**src/design/irn_pkg.sv**
```systemverilog
package irn_pkg;

    localparam int VALUE_W   = 12;
    localparam int SYM_W     = 8;
    localparam int TOK_COUNT = 13;
    localparam int TOK_IDX_W = $clog2(TOK_COUNT);

    localparam logic [VALUE_W-1:0] MAX_VALUE = 12'd3999;

    typedef logic [TOK_IDX_W-1:0] tok_idx_t;

    // ASCII letters
    localparam logic [SYM_W-1:0] CHAR_NONE = 8'h00;
    localparam logic [SYM_W-1:0] CHAR_I    = 8'h49;
    localparam logic [SYM_W-1:0] CHAR_V    = 8'h56;
    localparam logic [SYM_W-1:0] CHAR_X    = 8'h58;
    localparam logic [SYM_W-1:0] CHAR_L    = 8'h4C;
    localparam logic [SYM_W-1:0] CHAR_C    = 8'h43;
    localparam logic [SYM_W-1:0] CHAR_D    = 8'h44;
    localparam logic [SYM_W-1:0] CHAR_M    = 8'h4D;

    localparam logic [VALUE_W-1:0] TOK_VALUE [TOK_COUNT] = '{
        12'd1000, 12'd900, 12'd500, 12'd400, 12'd100, 12'd90, 12'd50,
        12'd40, 12'd10, 12'd9, 12'd5, 12'd4, 12'd1
    };
    localparam logic [SYM_W-1:0] TOK_FIRST [TOK_COUNT] = '{
        CHAR_M, CHAR_C, CHAR_D, CHAR_C, CHAR_C, CHAR_X, CHAR_L,
        CHAR_X, CHAR_X, CHAR_I, CHAR_V, CHAR_I, CHAR_I
    };
    localparam logic [SYM_W-1:0] TOK_SECOND [TOK_COUNT] = '{
        CHAR_NONE, CHAR_M, CHAR_NONE, CHAR_D, CHAR_NONE, CHAR_C, CHAR_NONE,
        CHAR_L, CHAR_NONE, CHAR_X, CHAR_NONE, CHAR_V, CHAR_NONE
    };

    typedef struct packed {
        logic load;     // take s_value into the datapath
        logic step;     // emit one beat into the output register
    } irn_cmd_t;

    typedef struct packed {
        logic out_free;   // output register empty or being drained
        logic step_last;  // the beat produced this cycle closes the numeral
    } irn_sts_t;

    // Largest token not above rem. Tokens are descending, so the lowest
    // matching index wins; the loop runs high to low and keeps the last hit.
    function automatic tok_idx_t tok_pick(logic [VALUE_W-1:0] rem);
        tok_idx_t pick;
        pick = '0;
        for (int i = TOK_COUNT - 1; i >= 0; i--) begin
            if (rem >= TOK_VALUE[i]) begin
                pick = tok_idx_t'(i);
            end
        end
        return pick;
    endfunction

endpackage

```
**src/design/irn_ctrl.sv**
```systemverilog
module irn_ctrl (
    input  logic              aclk,
    input  logic              aresetn,
    input  logic              s_valid,
    output logic              s_ready,
    input  irn_pkg::irn_sts_t sts,
    output irn_pkg::irn_cmd_t cmd
);
    import irn_pkg::*;

    typedef enum logic {
        ST_IDLE,
        ST_RUN
    } state_t;

    state_t state_reg;
    logic   s_ready_reg;

    assign s_ready  = s_ready_reg;
    assign cmd.load = s_valid && s_ready_reg;
    assign cmd.step = (state_reg == ST_RUN) && sts.out_free;

    always_ff @(posedge aclk) begin
        if (!aresetn) begin
            state_reg   <= ST_IDLE;
            s_ready_reg <= 1'b1;
        end else begin
            unique case (state_reg)
                ST_IDLE: begin
                    if (cmd.load) begin
                        state_reg   <= ST_RUN;
                        s_ready_reg <= 1'b0;
                    end
                end
                ST_RUN: begin
                    if (cmd.step && sts.step_last) begin
                        state_reg   <= ST_IDLE;
                        s_ready_reg <= 1'b1;
                    end
                end
                default: begin
                    state_reg   <= ST_IDLE;
                    s_ready_reg <= 1'b1;
                end
            endcase
        end
    end

endmodule

```
**src/design/irn_dp.sv**
```systemverilog
module irn_dp (
    input  logic                        aclk,
    input  logic                        aresetn,
    input  logic [irn_pkg::VALUE_W-1:0] s_value,
    input  irn_pkg::irn_cmd_t           cmd,
    output irn_pkg::irn_sts_t           sts,
    output logic                        m_valid,
    input  logic                        m_ready,
    output logic [irn_pkg::SYM_W-1:0]   m_symbol,
    output logic                        m_last,
    output logic                        m_empty_res,
    output logic                        m_error
);
    import irn_pkg::*;

    typedef enum logic [1:0] {
        KIND_NORMAL,
        KIND_ZERO,
        KIND_ERROR
    } kind_t;

    logic [VALUE_W-1:0] remaining_reg, remaining_next;
    logic [SYM_W-1:0]   pending_char_reg, pending_char_next;
    logic               pending_valid_reg, pending_valid_next;
    kind_t              kind_reg, kind_next;

    logic               m_valid_reg, m_valid_next;
    logic [SYM_W-1:0]   m_symbol_reg, m_symbol_next;
    logic               m_last_reg, m_last_next;
    logic               m_empty_res_reg, m_empty_res_next;
    logic               m_error_reg, m_error_next;

    tok_idx_t           tok_idx;
    logic [VALUE_W-1:0] rem_sub;

    // beat built this cycle
    logic [SYM_W-1:0]   beat_sym;
    logic               beat_last;
    logic               beat_empty;
    logic               beat_error;

    assign tok_idx = tok_pick(remaining_reg);
    assign rem_sub = remaining_reg - TOK_VALUE[tok_idx];

    always_comb begin
        beat_sym           = CHAR_NONE;
        beat_last          = 1'b1;
        beat_empty         = 1'b0;
        beat_error         = 1'b0;
        remaining_next     = remaining_reg;
        pending_char_next  = pending_char_reg;
        pending_valid_next = pending_valid_reg;
        unique case (kind_reg)
            KIND_ZERO:  beat_empty = 1'b1;
            KIND_ERROR: beat_error = 1'b1;
            KIND_NORMAL: begin
                if (pending_valid_reg) begin
                    beat_sym           = pending_char_reg;
                    beat_last          = (remaining_reg == '0);
                    pending_valid_next = 1'b0;
                end else begin
                    beat_sym           = TOK_FIRST[tok_idx];
                    remaining_next     = rem_sub;
                    pending_char_next  = TOK_SECOND[tok_idx];
                    pending_valid_next = (TOK_SECOND[tok_idx] != CHAR_NONE);
                    beat_last          = (TOK_SECOND[tok_idx] == CHAR_NONE) &&
                                         (rem_sub == '0);
                end
            end
            default: beat_error = 1'b1;
        endcase

        kind_next = kind_reg;
        if (cmd.load) begin
            remaining_next     = s_value;
            pending_valid_next = 1'b0;
            if (s_value == '0) begin
                kind_next = KIND_ZERO;
            end else if (s_value > MAX_VALUE) begin
                kind_next = KIND_ERROR;
            end else begin
                kind_next = KIND_NORMAL;
            end
        end else if (!cmd.step) begin
            remaining_next     = remaining_reg;
            pending_char_next  = pending_char_reg;
            pending_valid_next = pending_valid_reg;
        end
    end

    assign sts.out_free  = !m_valid_reg || m_ready;
    assign sts.step_last = beat_last;

    always_comb begin
        m_valid_next     = m_valid_reg && !m_ready;
        m_symbol_next    = m_symbol_reg;
        m_last_next      = m_last_reg;
        m_empty_res_next = m_empty_res_reg;
        m_error_next     = m_error_reg;
        if (cmd.step) begin
            m_valid_next     = 1'b1;
            m_symbol_next    = beat_sym;
            m_last_next      = beat_last;
            m_empty_res_next = beat_empty;
            m_error_next     = beat_error;
        end
    end

    always_ff @(posedge aclk) begin
        if (!aresetn) begin
            m_valid_reg       <= 1'b0;
            pending_valid_reg <= 1'b0;
        end else begin
            m_valid_reg       <= m_valid_next;
            pending_valid_reg <= pending_valid_next;
        end
    end

    always_ff @(posedge aclk) begin
        remaining_reg    <= remaining_next;
        pending_char_reg <= pending_char_next;
        kind_reg         <= kind_next;
        m_symbol_reg     <= m_symbol_next;
        m_last_reg       <= m_last_next;
        m_empty_res_reg  <= m_empty_res_next;
        m_error_reg      <= m_error_next;
    end

    assign m_valid     = m_valid_reg;
    assign m_symbol    = m_symbol_reg;
    assign m_last      = m_last_reg;
    assign m_empty_res = m_empty_res_reg;
    assign m_error     = m_error_reg;

`ifndef SYNTH
    a_flag_is_single: assert property (@(posedge aclk) disable iff (!aresetn)
        m_valid_reg && (m_empty_res_reg || m_error_reg) |-> m_last_reg)
        else $error("flagged beat without last");

    a_flags_exclusive: assert property (@(posedge aclk) disable iff (!aresetn)
        m_valid_reg |-> !(m_empty_res_reg && m_error_reg))
        else $error("empty and error both set");

    a_flag_no_symbol: assert property (@(posedge aclk) disable iff (!aresetn)
        m_valid_reg && (m_empty_res_reg || m_error_reg) |-> m_symbol_reg == CHAR_NONE)
        else $error("flagged beat carries a symbol");

    a_pending_drains: assert property (@(posedge aclk) disable iff (!aresetn)
        pending_valid_reg && cmd.step && !cmd.load |=> !pending_valid_reg)
        else $error("second letter not consumed");
`endif

endmodule

```
**src/design/integer_to_roman_numeral.sv**
```systemverilog
// Integer to Roman numeral: one 12-bit value in, one ASCII letter per beat out.
// Beats: n = 1..15 letters per value (a single beat for zero or error); the letter
// sequencer emits one beat per cycle into the output reg while it is free, and s_ready
// stays low until the last beat of a value has been emitted.
// Reset: aresetn synchronous active low; clears the sequencer and output valid.
module integer_to_roman_numeral (
    input  logic                        aclk,
    input  logic                        aresetn,
    input  logic                        s_valid,
    output logic                        s_ready,
    input  logic [irn_pkg::VALUE_W-1:0] s_value,
    output logic                        m_valid,
    input  logic                        m_ready,
    output logic [irn_pkg::SYM_W-1:0]   m_symbol,
    output logic                        m_last,
    output logic                        m_empty_res,
    output logic                        m_error
);
    import irn_pkg::*;

    irn_cmd_t cmd;
    irn_sts_t sts;

    irn_ctrl u_ctrl (
        .aclk    (aclk),
        .aresetn (aresetn),
        .s_valid (s_valid),
        .s_ready (s_ready),
        .sts     (sts),
        .cmd     (cmd)
    );

    irn_dp u_dp (
        .aclk        (aclk),
        .aresetn     (aresetn),
        .s_value     (s_value),
        .cmd         (cmd),
        .sts         (sts),
        .m_valid     (m_valid),
        .m_ready     (m_ready),
        .m_symbol    (m_symbol),
        .m_last      (m_last),
        .m_empty_res (m_empty_res),
        .m_error     (m_error)
    );

endmodule

```
**config.mk**
```make
export PLATFORM = sky130hd
export DESIGN_NAME = integer_to_roman_numeral
export DESIGN_NICKNAME = d
export VERILOG_FILES = /design/src/design/irn_pkg.sv /design/src/design/irn_ctrl.sv /design/src/design/irn_dp.sv /design/src/design/integer_to_roman_numeral.sv
export SDC_FILE = /design/constraint.sdc
export NUM_CORES = 1
export LEC_CHECK = 0
export BUFFER_PORTS_ARGS = -buffer_cell sky130_fd_sc_hd__buf_2
export CAP_MARGIN = 20
export CORE_MARGIN = 10
export CORE_UTILIZATION = 45
export DETAILED_ROUTE_END_ITERATION = 16
export GPL_ROUTABILITY_DRIVEN = 0
export GPL_TIMING_DRIVEN = 0
export PLACE_DENSITY_LB_ADDON = 0.08
export SLEW_MARGIN = 20
export SYNTH_ARGS = -nofsm -noshare
export SYNTH_HDL_FRONTEND = slang
export SYNTH_HIERARCHICAL = 1
export SYNTH_SLANG_ARGS = --single-unit
```
**constraint.sdc**
```tcl
create_clock -name aclk -period 10.75 [get_ports aclk]
set_input_delay 0 -clock aclk [delete_from_list [all_inputs] [get_ports aclk]]
set_output_delay 0 -clock aclk [all_outputs]
set_load 0.01 [all_outputs]
```
==> metrics.txt, run 1 <==
period utilisation layout 0.4592; Nets approximately 360; input/output buffers 26; worst reg-to-reg setup slack slightly below 6000 ps; Antenna Nets Post-Route 0; leak pwr between 1 and 1.5 nW; Starting DRT DRC Count 136; Critical Path, Cell by Cell buf_2 > nor3_2 > o21ai_0 > a221oi_1 > o221ai_1 > ha_1 > nand2_1 > a21oi_1 > inv_1 > ha_1 > nor2b_1 > o2111ai_1 > nand2_1 > xnor2_1 > o2111a_1 > nand4_1 > o21ai_0 > buf_4 > nand3_1 > o211a_1; global-route wire length before repair 11050 um; combinational family with the most area after synthesis compound AO/OA/AOI/OAI gates; VDD IR max approximately 0.17 mV; Worst Skew 9.710 ps; fill count ~550; Worst Path Arrival a little over 5000 ps; final setup fails 0; met3 global-route usage 0.02621; worst reg2reg path depth 20; Adder-Cell Fraction of Synth Area 0.08353; Final Core Density 0.5272; clk sink count 33; final hold vios 0; Critical Path RT approximately 11000 ps; critical path fanouts, max 9; Netlist Area Pre-Place about 2600 um2; Top Ports 29; clk root buf clkbuf_8; routed len/inst between 15 and 20 um; # DRC 0; CTS Buf Count 5; Hold Path Origin s_value[1]; commonest non-fill, non-tap cell in the layout nand2_1; gr usage total 0.1509; critical path capture point type flop; most area-hungry cell type in the Yosys netlist edfxtp_1; Tightest Hold Check Type input pin to flop; synth warn 6; Initial Util 0.4701; GR peak layer met2; CTS H-tree depth 2; routing usage on met1 0.2006; DIE AREA between 9000 and 10000 um2; max reg flops 12; largest net degree at the start of global routing 13; prevailing post-synth register cell edfxtp_1; P per Cell Area 271.9 nW/um2; average cell area after synthesis 8.998 um2; RSZ-0062 raised after global routing no; CTS max path bufs 2; CP Launch Type flop; Mapped Cells 293; CTS clk-pin slew, worst paths ~80 ps; vias in the first global route around 2300; CTS tree done; Simple-Gate Fraction of Synth Area 0.2216; routed wire length around 6700 um; EDFF count, synth 29; Vert. Die Dim 96.54 um; Cell Rows 27; final setup TNS 0 ps; DR pass1 iterations 4; status finished, final reports clean; max-slew violations 0; Synth async-reset ratio 0; fraction of post-synthesis cell area in the top cell type by area 0.3303; share of cells above drive strength 1 0.1793; initial antenna violation count 0; post-synthesis mux area share 0.01993; worst slew pin tran 627.3 ps; post-synthesis sequential area ratio 0.3607; worst hold stages 3; flops & latches, synth 33; Critical Path Start u_dp/remaining_reg[6]; commonest cells after routing, fill and taps aside 36 x nand2_1, 29 x buf_2, 29 x edfxtp_1; DP HPWL 5203 um; Compound-Gate Fraction of Synth Area 0.2278; min Tclk post-route 4936 ps; total gr overflow 0; vias per cell between 5 and 6; maximum clock rate between 0.2 and 0.25 GHz; Crit-path slowest cell ha_1; ant diodes 0; Placeable Area 5608 um2; die extent in x between 90 and 100 um; top cells by area, synth edfxtp_1 33%, ha_1 7.6%, nand2_1 5.1%, o21ai_0 4.0%, nor2_1 3.1%; Cell variety after synth 65; Critical R2R Launch u_dp/remaining_reg[6]; vias around 2300; Layout area overhead 12.15%; delay of the slowest cell on the worst path between 400 and 500 ps; met2 Track Usage GR 0.2455; Worst slew margin 0.5818; CP Class flop to flop; max-cap check violation count 0; Post-CTS Setup Inserts 0; final hold slack 15.63 ps; clock latency on the worst-skew pair approximately 290 ps; XOR/XNOR Fraction of Synth Area 0.02326
## cells in the mapped netlist, types with 3 or more instances
| master | instances |
|---|---|
| nand2_1 | 36 |
| a21boi_0 | 3 |
| xor2_1 | 3 |
| nor4_1 | 4 |
| nand3b_1 | 3 |
| a21oi_1 | 14 |
| o21a_1 | 6 |
| o211ai_1 | 3 |
| nand3_1 | 7 |
| nor3_1 | 8 |
| nor2b_1 | 5 |
| and2_1 | 3 |
| a221oi_1 | 4 |
| dfxtp_1 | 4 |
| o21ai_0 | 21 |
| buf_4 | 4 |
| inv_1 | 14 |
| buf_6 | 3 |
| a21o_1 | 5 |
| a31oi_1 | 5 |
| clkbuf_1 | 6 |
| buf_2 | 3 |
| edfxtp_1 | 29 |
| or2_2 | 3 |
| xnor2_1 | 4 |
| nor2_1 | 22 |
| ha_1 | 16 |
| nand4_1 | 3 |
| nor3b_1 | 3 |
| mux2i_1 | 3 |
## critical path: cells and delay by family, from the launching register on
| family | cells | cell delay (ps) |
|---|---|---|
| AOI/OAI and AO/OA | 8 | 2050 |
| xor gates and xnor gates | 1 | 230 |
| adders and majority gates | 2 | 710 |
| buffers and inverters | 3 | 460 |
| DFF | 1 | 420 |
| and+or+nand+nor | 6 | 960 |
## power by group
group / internal (W) / switching, W / total, W
clock network: 0.0000447 / 0.0000482 / 0.0000929
registers: 0.000182 / 0.0000339 / 0.000216
logic: 0.000202 / 0.000293 / 0.000495
total: 0.000429 / 0.000375 / 0.000804
## through the flow
| step | area [um2] | worst slack, ps | power [W] | std cells |
|---|---|---|---|---|
| 2_1_floorplan | 2640 | 6638 | 0.0005972 | 294 |
| 3_3_place_gp | 2860 | 5873 | 0.0006993 | 392 |
| 3_5_place_dp | 2860 | 5872 | 0.0007058 | 392 |
| 4_1_cts | 2957 | 5836 | 0.0008022 | 401 |
| 5_1_grt | 2957 | 5234 | 0.0008809 | 401 |
| 6_report | 2957 | 5814 | 0.0008038 | 401 |
## cell type report
class | count | area (um2) | area share
Buffer | 16 | 101.3 | 0.03428
Clock buffer | 5 | 68.82 | 0.02328
Clock inverter | 3 | 17.52 | 0.005925
Inverter | 15 | 61.31 | 0.02074
Multi-Input combinational cell | 230 | 1526 | 0.5163
Sequential cell | 33 | 950.9 | 0.3216
Tap cell | 72 | 90.09 | 0.03047
Timing Repair Buffer | 27 | 140.1 | 0.04740
## repair_timing
action | in CTS | in global routing
hold endpoints to repair | 2 | 0
gates resized for setup | 0 | 0
hold buffers | 1 | 0
## per-layer routing
layer / wire (um) / vias to the layer above
met2: 3145 / 57
met4: 63 / 0
met5: 0 / -
met1: 3119 / 1085
li1: - / 1156
met3: 361 / 6
## path summary, 6_finish.rpt
kind,end
setup / recovery,u_ctrl/state_reg
hold / removal,u_dp/remaining_reg[1]
setup reg to reg,u_ctrl/state_reg
hold reg to reg,u_ctrl/s_ready
## cells by family after synthesis
| logic type | after synthesis |
|---|---|
| mux | 5 |
| compound gates | 88 |
| other cells | 1 |
| buf+inv | 31 |
| fa+ha+maj | 17 |
| xor+xnor | 7 |
| simple gates | 111 |
| flops | 33 |
No activity file was read; power rests on OpenSTA's default activity.
==> run 2, diff against run 1 <==
clock period = 4 ns   (was 10.75 ns; I/O delays follow)
==> run 2 against run 1 <==
The flow now finishes with violations (negative setup slack). Count of clock-buffer cells in the layout rose by 1. Via count rose by 10%. First-iteration DRC count rose by 15%. Non-clock buffer count rose by 38. Die area did not move. Critical path type unchanged. Critical endpoint is now u_dp/m_last. Largest cell class unchanged. Highest routed layer unchanged.
==> metrics.txt, run 2 (synthesis gave the netlist of run 1 again) <==
final setup TNS -452.2 ps (-452.2 ps); commonest cells after routing, fill and taps aside 38 x buf_4, 34 x nand2_1, 29 x edfxtp_1; critical path capture point type flop; leak pwr 1.476 nW (+21%); share of cells above drive strength 1 0.3706 (+0.1912); RSZ-0062 raised after global routing yes; worst slew pin tran 553.1 ps (-74.18 ps); total gr overflow 0 (unchanged); final setup fails 3 (+3); CTS Buf Count 5 (unchanged); initial antenna violation count 0 (unchanged); routed wire length 7855 um (+17%); VDD IR max 0.5423 mV (+210%); Worst Skew 5.105 ps (-4.604 ps); Nets 399 (+11%); CTS clk-pin slew, worst paths 70 ps (about the same); vias 2545 (+10%); critical path fanouts, max 5 (-4); Critical Path RT 4060 ps (-6870 ps); ant diodes 0 (unchanged); final non-filler cell total 439 (+9.5%); Initial Util 0.4701 (unchanged); CTS max path bufs 2 (unchanged); max-slew violations 0 (unchanged); Crit-path slowest cell edfxtp_1; delay of the slowest cell on the worst path 420 ps (-30 ps); clock latency on the worst-skew pair 290 ps (about the same); DP HPWL 5081 um (-2.3%); max-cap check violation count 0 (unchanged); cell family with most CP delay compound AO/OA/AOI/OAI gates; Cell Rows 27 (unchanged); largest net degree at the start of global routing 13 (unchanged); CP Class flop to flop; die extent in x 96.54 um (unchanged); crit path buf inv count 5 (+2); placed cells 392 (unchanged); PnR worst setup slack -175.0 ps (-5989 ps); Starting DRT DRC Count 156 (+15%); Tightest Hold Check Type input pin to flop; Vert. Die Dim 96.54 um (unchanged); clk sink count 33 (unchanged); Top Ports 29 (unchanged); commonest non-fill, non-tap cell in the layout buf_4; CTS tree done; status complete, but fails checks; Antenna Nets Post-Route 0 (unchanged); gr usage total 0.1690 (+0.01807); vias in the first global route 2551 (+12%); CP Launch Type flop; max reg flops 12 (unchanged); global-route wire length before repair 12540 um (+13%); min Tclk post-route 4175 ps (-761.1 ps); DIE AREA 9320 um2 (unchanged); Critical Path, Cell by Cell buf_6 > or3b_4 > a211oi_4 > o221ai_1 > o311a_1 > buf_6 > ha_4 > inv_2 > a21oi_2 > ha_2 > fa_2 > nor2b_4 > o211ai_1 > a21oi_2 > nor4b_2 > a211o_1 > nand4_1 > o21ai_2 > buf_4 > buf_4; final hold vios 0 (unchanged); P per Cell Area 829.2 nW/um2 (+200%); period utilisation layout 1.044 (+0.5846); Worst Path Arrival 4230 ps (-880 ps); routed len/inst 17.89 um (+7.3%); CTS H-tree depth 2 (unchanged); DR pass1 iterations 4 (unchanged); Worst slew margin 0.6313 (+0.04945); maximum clock rate 0.2395 GHz (+18%); vias per cell 5.797 (+0.90%); clk root buf clkbuf_8; Placeable Area 5608 um2 (unchanged); # DRC 0 (unchanged); Layout area overhead 36.26%; input/output buffers 26 (unchanged); failing checks negative setup slack
run 2: cell count changes in the layout (fill, tap and decap cells not counted), sizes merged:
| cell | previous run | this run |
|---|---|---|
| buf | 36 | 74 |
| bufinv | 0 | 1 |
| clkbuf | 11 | 12 |
| clkinv | 3 | 2 |
| clkinvlp | 1 | 0 |
run 2: per-stage QoR:
step	total power (W)	hold WS (ps)	instance area, um2	worst slack (ps)	util
3_5_place_dp	0.001913	227.3	2880	-692.5	0.5136
6_report	0.002979	5.329	3592	-175.0	0.6406
4_1_cts	0.002497	3.090	3268	-176.9	0.5828
2_1_floorplan	0.001630	79.99	2660	23.65	-
3_3_place_gp	0.001905	238.8	2880	-698.9	0.5136
5_1_grt	0.003188	11.83	3592	-377.6	0.6406
run 2: worst paths after layout:
kind                                       startpoint                    end  slack [ps]  depth (start not counted)
worst max register to register  u_dp/remaining_reg[3]            u_dp/m_last        -180                         20
worst min register to register         u_ctrl/s_ready         u_ctrl/s_ready         560                          2
worst min-delay path                       s_value[0]  u_dp/remaining_reg[0]           5                          3
worst max-delay path            u_dp/remaining_reg[3]            u_dp/m_last        -180                         20
run 2: layer usage:
layer / share of wire / vias to the layer above / global-route usage / routed length, um
li1: - / 1239 / - / -
met1: 0.43 / 1227 / 0.2100 / 3348
met2: 0.50 / 65 / 0.2901 / 3947
met3: 0.052 / 14 / 0.03238 / 406
met4: 0.019 / 0 / 0.04843 / 152
met5: 0 / - / 0 / 0
run 2: cell type report:
| cell class | count | area, um2 |
|---|---|---|
| repair buffers | 65 | 440.4 |
| well taps | 72 | 90.09 |
| plain buffers | 16 | 113.9 |
| flip-flops and latches | 33 | 950.9 |
| clock inverters | 2 | 33.78 |
| multi-input cells | 230 | 1829 |
| fillers | 483 | 2016 |
| clock buffers | 6 | 72.57 |
| inverters | 15 | 61.31 |
run 2: power by group:
group          leakage (nW)  internal, W  total (W)  switching (W)
clock network        0.0528     0.000184   0.000317       0.000133
registers             0.312     0.000488   0.000562      0.0000741
logic                  1.11     0.000971    0.00210        0.00113
total                  1.48      0.00164    0.00298        0.00134
run 2: tightest hold or removal path, cell delays in order:
cell	delay [ps]
buf_2	90
nand2_1	40
o21ai_0	60
run 2: what timing repair did:
| action | 4_1_cts | 5_1_grt |
|---|---|---|
| endpoints found under the setup margin | 8 | 8 |
| endpoints found under the hold margin | 3 | 0 |
| buffers inserted | 22 | 16 |
| cloned | 0 | 0 |
| resized for setup | 25 | 46 |
| hold buffers | 1 | 0 |
| pin swaps | 22 | 28 |
